## src/rtl/jls_pkg.sv

```systemverilog
// Package for the jittered light splitter: constants and the control/status
// structs shared by controller and datapath. No dependencies.
`default_nettype none
package jls_pkg;
  localparam int unsigned DefMaxCopies = 64;
  localparam int unsigned DefMaxTries  = 16;

  localparam logic [31:0] FnvBasis = 32'd2166136261;
  localparam logic [31:0] FnvPrime = 32'd16777619;
  localparam logic [31:0] LcgMul   = 32'd1664525;
  localparam logic [31:0] LcgAdd   = 32'd1013904223;
  localparam logic [23:0] FracMask = 24'hFFFFFF;
  localparam logic [25:0] FracOne  = 26'h1000000;
  localparam logic [49:0] RadLimit = 50'h1000000000000;

  localparam logic [1:0] SelX    = 2'd0;
  localparam logic [1:0] SelY    = 2'd1;
  localparam logic [1:0] SelZ    = 2'd2;
  localparam logic [1:0] SelSalt = 2'd3;

  typedef struct packed {
    logic       load_in;
    logic       pass_load;
    logic       hash_en;
    logic [1:0] hash_sel;
    logic       div_en;
    logic       seed_load;
    logic       gen_step;
    logic       acc_clr;
    logic       sq_en;
    logic [1:0] sq_idx;
    logic       test;
    logic       scale_en;
    logic       pos_en;
    logic       last;
  } jls_cmd_t;

  typedef struct packed {
    logic       no_split;
    logic       acc_ok;
    logic [6:0] count;
  } jls_stat_t;
endpackage
`default_nettype wire

```

## src/rtl/jls_ctrl.sv

```systemverilog
// Controller of the jittered light splitter: sequences hash, divide,
// rejection tries and copy output. Depends on jls_pkg.
`default_nettype none
module jls_ctrl import jls_pkg::*; #(
  parameter int unsigned MAX_TRIES = DefMaxTries
) (
  input  wire logic clk,
  input  wire logic rst_n,
  input  wire logic in_valid,
  output logic      in_stall,
  output logic      out_valid,
  input  wire logic out_stall,
  input  wire jls_stat_t stat,
  output jls_cmd_t  cmd
);
  localparam int unsigned TW = $clog2(MAX_TRIES + 1);

  typedef enum logic [6:0] {
    ST_IDLE  = 7'b0000001,
    ST_PREP  = 7'b0000010,
    ST_GEN   = 7'b0000100,
    ST_TEST  = 7'b0001000,
    ST_SCALE = 7'b0010000,
    ST_POS   = 7'b0100000,
    ST_OUT   = 7'b1000000
  } state_t;

  state_t state_r, state_nxt;
  logic [3:0] pcnt_r, pcnt_nxt;
  logic [1:0] axis_r, axis_nxt;
  logic [TW-1:0] tries_r, tries_nxt;
  logic [6:0] copy_r, copy_nxt;
  logic last_r, last_nxt, ov_r, ov_nxt;

  assign in_stall = (state_r != ST_IDLE);
  assign out_valid = ov_r;

  always_comb begin
    state_nxt = state_r;
    pcnt_nxt = pcnt_r;
    axis_nxt = axis_r;
    tries_nxt = tries_r;
    copy_nxt = copy_r;
    last_nxt = last_r;
    ov_nxt = ov_r;
    cmd = '0;
    cmd.hash_sel = pcnt_r[1:0];
    cmd.sq_idx = axis_r - 2'd1;
    cmd.last = (copy_r + 7'd1 == stat.count);
    unique case (state_r)
      ST_IDLE: begin
        if (in_valid) begin
          cmd.load_in = 1'b1;
          if (stat.no_split) begin
            cmd.pass_load = 1'b1;
            ov_nxt = 1'b1;
            last_nxt = 1'b1;
            state_nxt = ST_OUT;
          end else begin
            pcnt_nxt = 4'd0;
            state_nxt = ST_PREP;
          end
        end
      end
      ST_PREP: begin
        cmd.hash_en = (pcnt_r < 4'd4);
        cmd.div_en = 1'b1;
        pcnt_nxt = pcnt_r + 4'd1;
        if (pcnt_r == 4'd15) begin
          cmd.seed_load = 1'b1;
          axis_nxt = 2'd0;
          tries_nxt = '0;
          copy_nxt = 7'd0;
          state_nxt = ST_GEN;
        end
      end
      ST_GEN: begin
        cmd.acc_clr = (axis_r == 2'd0);
        cmd.gen_step = (axis_r != 2'd3);
        cmd.sq_en = (axis_r != 2'd0);
        axis_nxt = axis_r + 2'd1;
        if (axis_r == 2'd3) state_nxt = ST_TEST;
      end
      ST_TEST: begin
        cmd.test = 1'b1;
        tries_nxt = tries_r + 1'b1;
        axis_nxt = 2'd0;
        if (stat.acc_ok || (tries_r + 1'b1 == TW'(MAX_TRIES))) state_nxt = ST_SCALE;
        else state_nxt = ST_GEN;
      end
      ST_SCALE: begin
        cmd.scale_en = 1'b1;
        state_nxt = ST_POS;
      end
      ST_POS: begin
        cmd.pos_en = 1'b1;
        last_nxt = cmd.last;
        copy_nxt = copy_r + 7'd1;
        ov_nxt = 1'b1;
        state_nxt = ST_OUT;
      end
      ST_OUT: begin
        if (!out_stall) begin
          ov_nxt = 1'b0;
          tries_nxt = '0;
          axis_nxt = 2'd0;
          state_nxt = last_r ? ST_IDLE : ST_GEN;
        end
      end
      default: state_nxt = ST_IDLE;
    endcase
  end

  always_ff @(posedge clk) begin
    if (!rst_n) begin
      state_r <= ST_IDLE;
      pcnt_r <= '0;
      axis_r <= '0;
      tries_r <= '0;
      copy_r <= '0;
      last_r <= 1'b0;
      ov_r <= 1'b0;
    end else begin
      state_r <= state_nxt;
      pcnt_r <= pcnt_nxt;
      axis_r <= axis_nxt;
      tries_r <= tries_nxt;
      copy_r <= copy_nxt;
      last_r <= last_nxt;
      ov_r <= ov_nxt;
    end
  end
endmodule
`default_nettype wire

```

## config.mk

```make
export PLATFORM = sky130hd
export DESIGN_NAME = jls_ctrl
export DESIGN_NICKNAME = d
export VERILOG_FILES = /design/src/rtl/jls_pkg.sv /design/src/rtl/jls_ctrl.sv
export SDC_FILE = /design/constraint.sdc
export NUM_CORES = 1
export LEC_CHECK = 0
export ABC_AREA = 1
export BUFFER_PORTS_ARGS = -buffer_cell sky130_fd_sc_hd__buf_4
export CAP_MARGIN = 20
export CORE_MARGIN = 5
export CORE_UTILIZATION = 50
export CTS_CLUSTER_SIZE = 40
export DETAILED_ROUTE_END_ITERATION = 8
export PLACE_DENSITY = 0.76
export SYNTH_ARGS = -nofsm -noshare
export SYNTH_HDL_FRONTEND = slang
export SYNTH_SLANG_ARGS = --single-unit
```

## constraint.sdc

```tcl
create_clock -name clk -period 4 [get_ports clk]
set_input_delay 0.2 -clock clk [delete_from_list [all_inputs] [get_ports clk]]
set_output_delay 0.2 -clock clk [all_outputs]
set_load 0.02 [all_outputs]
```

# After elaboration in Yosys (flattened, before gate mapping)
# Cells that the tools add are included.
[word_totals]
regBits = 27
latchBits = 0
ramBits = 0
romBits = 0
input_bits = 13
out_inout_bits = 18
n_memories = 0
[op_classes]
add_sub_neg = 5
mul = 0
n_div = 0
magnitude_cmp = 1
n_eq_ne = 19
n_shift = 0
n_mux = 34
n_bitwise = 0
n_reduce_logical = 16
[ops]
columns = ["cell", "n"]
rows = [
  ["case mux 7 bit (7 select lines)", 1],
  ["two-way mux 7 bit", 6],
  ["two-way mux 5 bit", 3],
  ["case mux 5 bit (3 select lines)", 1],
  ["!= test 2 bit (second input constant)", 7],
  ["case mux 7 bit (2 select lines)", 1],
  ["AND reduction 3 bit", 4],
  ["two-way mux 2 bit", 5],
  ["two-way mux 1 bit", 9],
  ["two-way mux 4 bit", 2],
  ["case mux 2 bit (4 select lines)", 1],
  ["case mux 4 bit (2 select lines)", 1],
  ["AND reduction 4 bit", 2],
  ["nonzero test 2 bit", 4],
  ["adder 7 x 1 -> 7 bit (second input constant)", 1],
  ["== test 7 x 1 -> 1 bit (second input constant)", 1],
  ["== test 7 x 2 -> 1 bit (second input constant)", 1],
  ["== test 7 x 3 -> 1 bit (second input constant)", 1],
  ["== test 7 x 4 -> 1 bit (second input constant)", 1],
  ["== test 7 x 5 -> 1 bit (second input constant)", 1],
  ["== test 7 x 6 -> 1 bit (second input constant)", 1],
  ["== test 7 bit", 1],
  ["== test 7 bit (second input constant)", 1],
  ["!= test 7 x 1 -> 1 bit (second input constant)", 1],
  ["other kinds (16)", 18],
]

# Longest topological paths before layout
[logic_depth]
ltp_word = 5
depth_mapped = 11

# Worst setup path after synthesis
# No wires, ideal clock.
[synth_timing]
path_kind = "reg-to-output"
startpoint = "reg copy_r[0]"
endpoint = "out cmd[0] (netlist name)"
arrival_ns = 1.319
required_time_ns = 3.800
slack_ns = 2.481
path_stages_with_launch = 10
path_buffers = 0
cell_sequence = "dfxtp_1 -> ha_1 -> nand3_1 -> nor2_2 -> nand2_1 -> nand2_1 -> nand3_1 -> nand2_1 -> nand3_1 -> inv_1"
[synth_lines]
columns = ["element", "line", "source"]
rows = [
  ["start: declaration", "jls_ctrl.sv:32", "logic [6:0] copy_r, copy_nxt;"],
  ["start signal: assignment", "jls_ctrl.sv:128", "copy_r <= copy_nxt;"],
  ["end: declaration", "jls_ctrl.sv:14", "output jls_cmd_t cmd"],
]

==> flow_summary.ini <==
[run_status]
status = complete, no violations

[setup_path]
slowest_stage = dfxtp_1
rr_endpoint = last_r
crit_path_end_kind = output pin
r2r_start = copy_r[0]
path_max_fanout = 6
r2r_cells = 9
crit_arrival_ps = 1840
rrSetupSlack_ps = 2450
slowest_delay_ps = 460
crit_required_ps = 3800
crit_path_cell_trace = ha_1 -> nand3_1 -> nor2_2 -> nand2_1 -> nand2_1 -> nand3_1 -> nand2_1 -> nand3_1 -> inv_1 -> buf_4
critPathBufInv = 2
worst_setup_path_start_kind = register
path_class = register to output pin
crit_family = simple AND/OR/NAND/NOR gates

[worst_hold_path]
min_path_type = input pin to register
hp-start = rst_n
holdPathEnd = state_r[0]
min_delay_path_depth = 2

[synthesis]
syn_area_mm2 = 0.00177
syn_inst = 262
synth_nets = 280
async_flop_share_pct = 0
yosysTopAreaCellShare_pct = 30.6
yosys.cell_count.top_type = nand2_1
synth_common_cells = nand2_1 (61), inv_1 (37), nand3_1 (36)
seq_area_frac_synth_pct = 30.6
yosysUniqueCellTypes = 31
synth_enable_flop_cells = 0
synth_warnings = 0
syn_area_per_cell_um2 = 6.75
synthTopCellsByArea = dfxtp_1 (31%), nand2_1 (13%), nand3_1 (10%)
synthFlopType = dfxtp_1
synth-seq-cells = 27
synth.largest_area_cell = dfxtp_1

[floorplan]
dieWidth_um = 69.5
die_area_mm2 = 0.00483
ios = 31
die_h_um = 69.5
floorplan.core_area_mm2 = 0.00339
initial_core_util_pct = 52.2
num_rows = 21

[clock_tree]
ctsHtreeMaxLevel = 1
cts.reportedPaths.clkPinSlew_ps = 150
cts_buffers = 3
hold_buffers = 0
cts-root-buf = clkbuf_4
cts_tree = built
clockBufferDepth = 2
post_cts_resized = 0
postCtsSetupRepairBufs = 0
insertion_delay_ps = 320
cts_sinks = 27

[timing]
fin_tns_setup_ps = 0
slew_viol_final = 0
finalWorstPathRequiredPeriod_ps = 2040
finClkSkew_ps = 7.20
fin_crit_sh_pct = 50.9
hold_viol = 0
setup_viol = 0
fmax_mhz = 491
maxSlewHeadroom_pct = 52.7
fin_ws_ps = 1960
rsz0062_at_grt = no
tightest_slew_ps = 709

[placed_design]
pre_cts_slack_ps = 2350
place.gp.congestion = 0.854
dp_hpwl_mm = 3.04
place_area_mm2 = 0.00202
port_buffers = 30

[route]
vias = 1669
dr.first_iter.drc_count = 48
drt-vias-per-instance = 4.95
avgRoutedWirePerCell_um = 11.3
finalWirelength_mm = 3.81
drc = 0
ant_nets = 0
wl_met3_um = 159
wl_met2_mm = 1.75
topRoutingLayerUsed = met4
dr.pass1.iters = 4
wl_met1_mm = 1.84

[global_route]
grt_first_pass_wirelength_mm = 6.81
grt_pass1_vias = 1535
grt_use_total_pct = 16.4
grt-ovfl-total = 0
grt_max_degree = 23
antenna_found_initial = 0

[pwr]
p_leak_nw = 1.00
irDropWorstVdd_uv = 228
p_per_area_mw_per_mm2 = 373

[layout]
fillers = 341
fin_nets = 310
diodes = 0
areaGrowthSynthToFinish_pct = 15.8
drive_above_1_share_pct = 23.7
design_area_mm2 = 0.00205
fin_util_pct = 60.4

[run]
drv_cap = 0
where the power goes:
| group | total (W) | internal, W | switching, W |
|---|---|---|---|
| registers | 0.000305 | 0.000289 | 0.0000158 |
| clock network | 0.000120 | 0.0000382 | 0.0000823 |
| logic | 0.000338 | 0.000122 | 0.000215 |
| total | 0.000763 | 0.000449 | 0.000313 |
cells by family after synthesis:
group / count (synthesis) / synth area share [%]
AND/OR/NAND/NOR: 149 / 44.1
buffers and inverters: 49 / 11.5
AO/OA/AOI/OAI: 29 / 8.78
flip-flops: 27 / 30.6
adder cells (fa/ha/maj): 5 / 3.54
XOR/XNOR: 3 / 1.49
cell type report:
| cell class | instances | area [um2] | area share, % |
|---|---|---|---|
| multi-input cells | 186 | 1020 | 50.0 |
| flip-flops and latches | 27 | 541 | 26.4 |
| repair buffers | 30 | 225 | 11.0 |
| inverters | 44 | 170 | 8.31 |
| well taps | 46 | 57.6 | 2.81 |
| clock buffers | 3 | 22.5 | 1.10 |
| clock inverters | 1 | 7.51 | 0.367 |
cells in the final DEF (no fill, tap or decap), types with 2 or more instances in the layout:
| cell | count |
|---|---|
| nand2_1 | 61 |
| nor2_4 | 4 |
| ha_1 | 5 |
| nor2_2 | 6 |
| nor3_1 | 2 |
| nand3b_1 | 3 |
| nor2_1 | 15 |
| inv_2 | 6 |
| a21oi_1 | 21 |
| buf_4 | 30 |
| nand2_4 | 3 |
| nor2_8 | 2 |
| xor2_1 | 2 |
| nand4_1 | 4 |
| clkbuf_4 | 3 |
| inv_1 | 37 |
| nand3_1 | 36 |
| nand3_2 | 2 |
| dfxtp_1 | 27 |
| o21ai_0 | 3 |
| a21oi_2 | 2 |
| o21ai_1 | 2 |
| nand2_2 | 7 |
through the flow:
step | hold slack, ps | std cells | total power [W]
2_1_floorplan | 284 | 262 | 0.000566
4_1_cts | 94.3 | 337 | 0.000767
6_report | 96.4 | 337 | 0.000763
3_3_place_gp | 445 | 333 | 0.000643
5_1_grt | 100 | 337 | 0.000815
3_5_place_dp | 449 | 333 | 0.000648
per-layer routing:
layer  GRT usage, %  vias up
li1               -      892
met1           21.9      736
met3           2.75        6
met4           4.77        0
met5              0        -
met2           27.1       35
how the worst max path moves through the flow:
stage	slack, ps	end	cells past startpoint	start
global route	1700	cmd[0]	12	copy_r[0]
detailed placement	2350	cmd[0]	10	copy_r[0]
global placement	2380	cmd[0]	10	copy_r[0]
floorplan	2480	cmd[0]	9	copy_r[0]
CTS	1960	cmd[0]	9	copy_r[0]
finish	1960	cmd[0]	10	copy_r[0]
flip-flops by register name, summed over array words and instances, names as in the netlist:
signal     cells
tries_r        5
last_r         1
state_r        7
axis_r         2
out_valid      1
copy_r         7
pcnt_r         4
worst reg2reg max path, stage by stage (launching register included):
cell,delay [ps]
dfxtp_1,460
ha_1,240
nand3_1,120
nor2_2,140
nand2_1,80
nand2_1,80
nand3_1,60
nand2_1,60
nand3_1,90
a21oi_1,160
No activity file was read; power rests on OpenSTA's default activity.
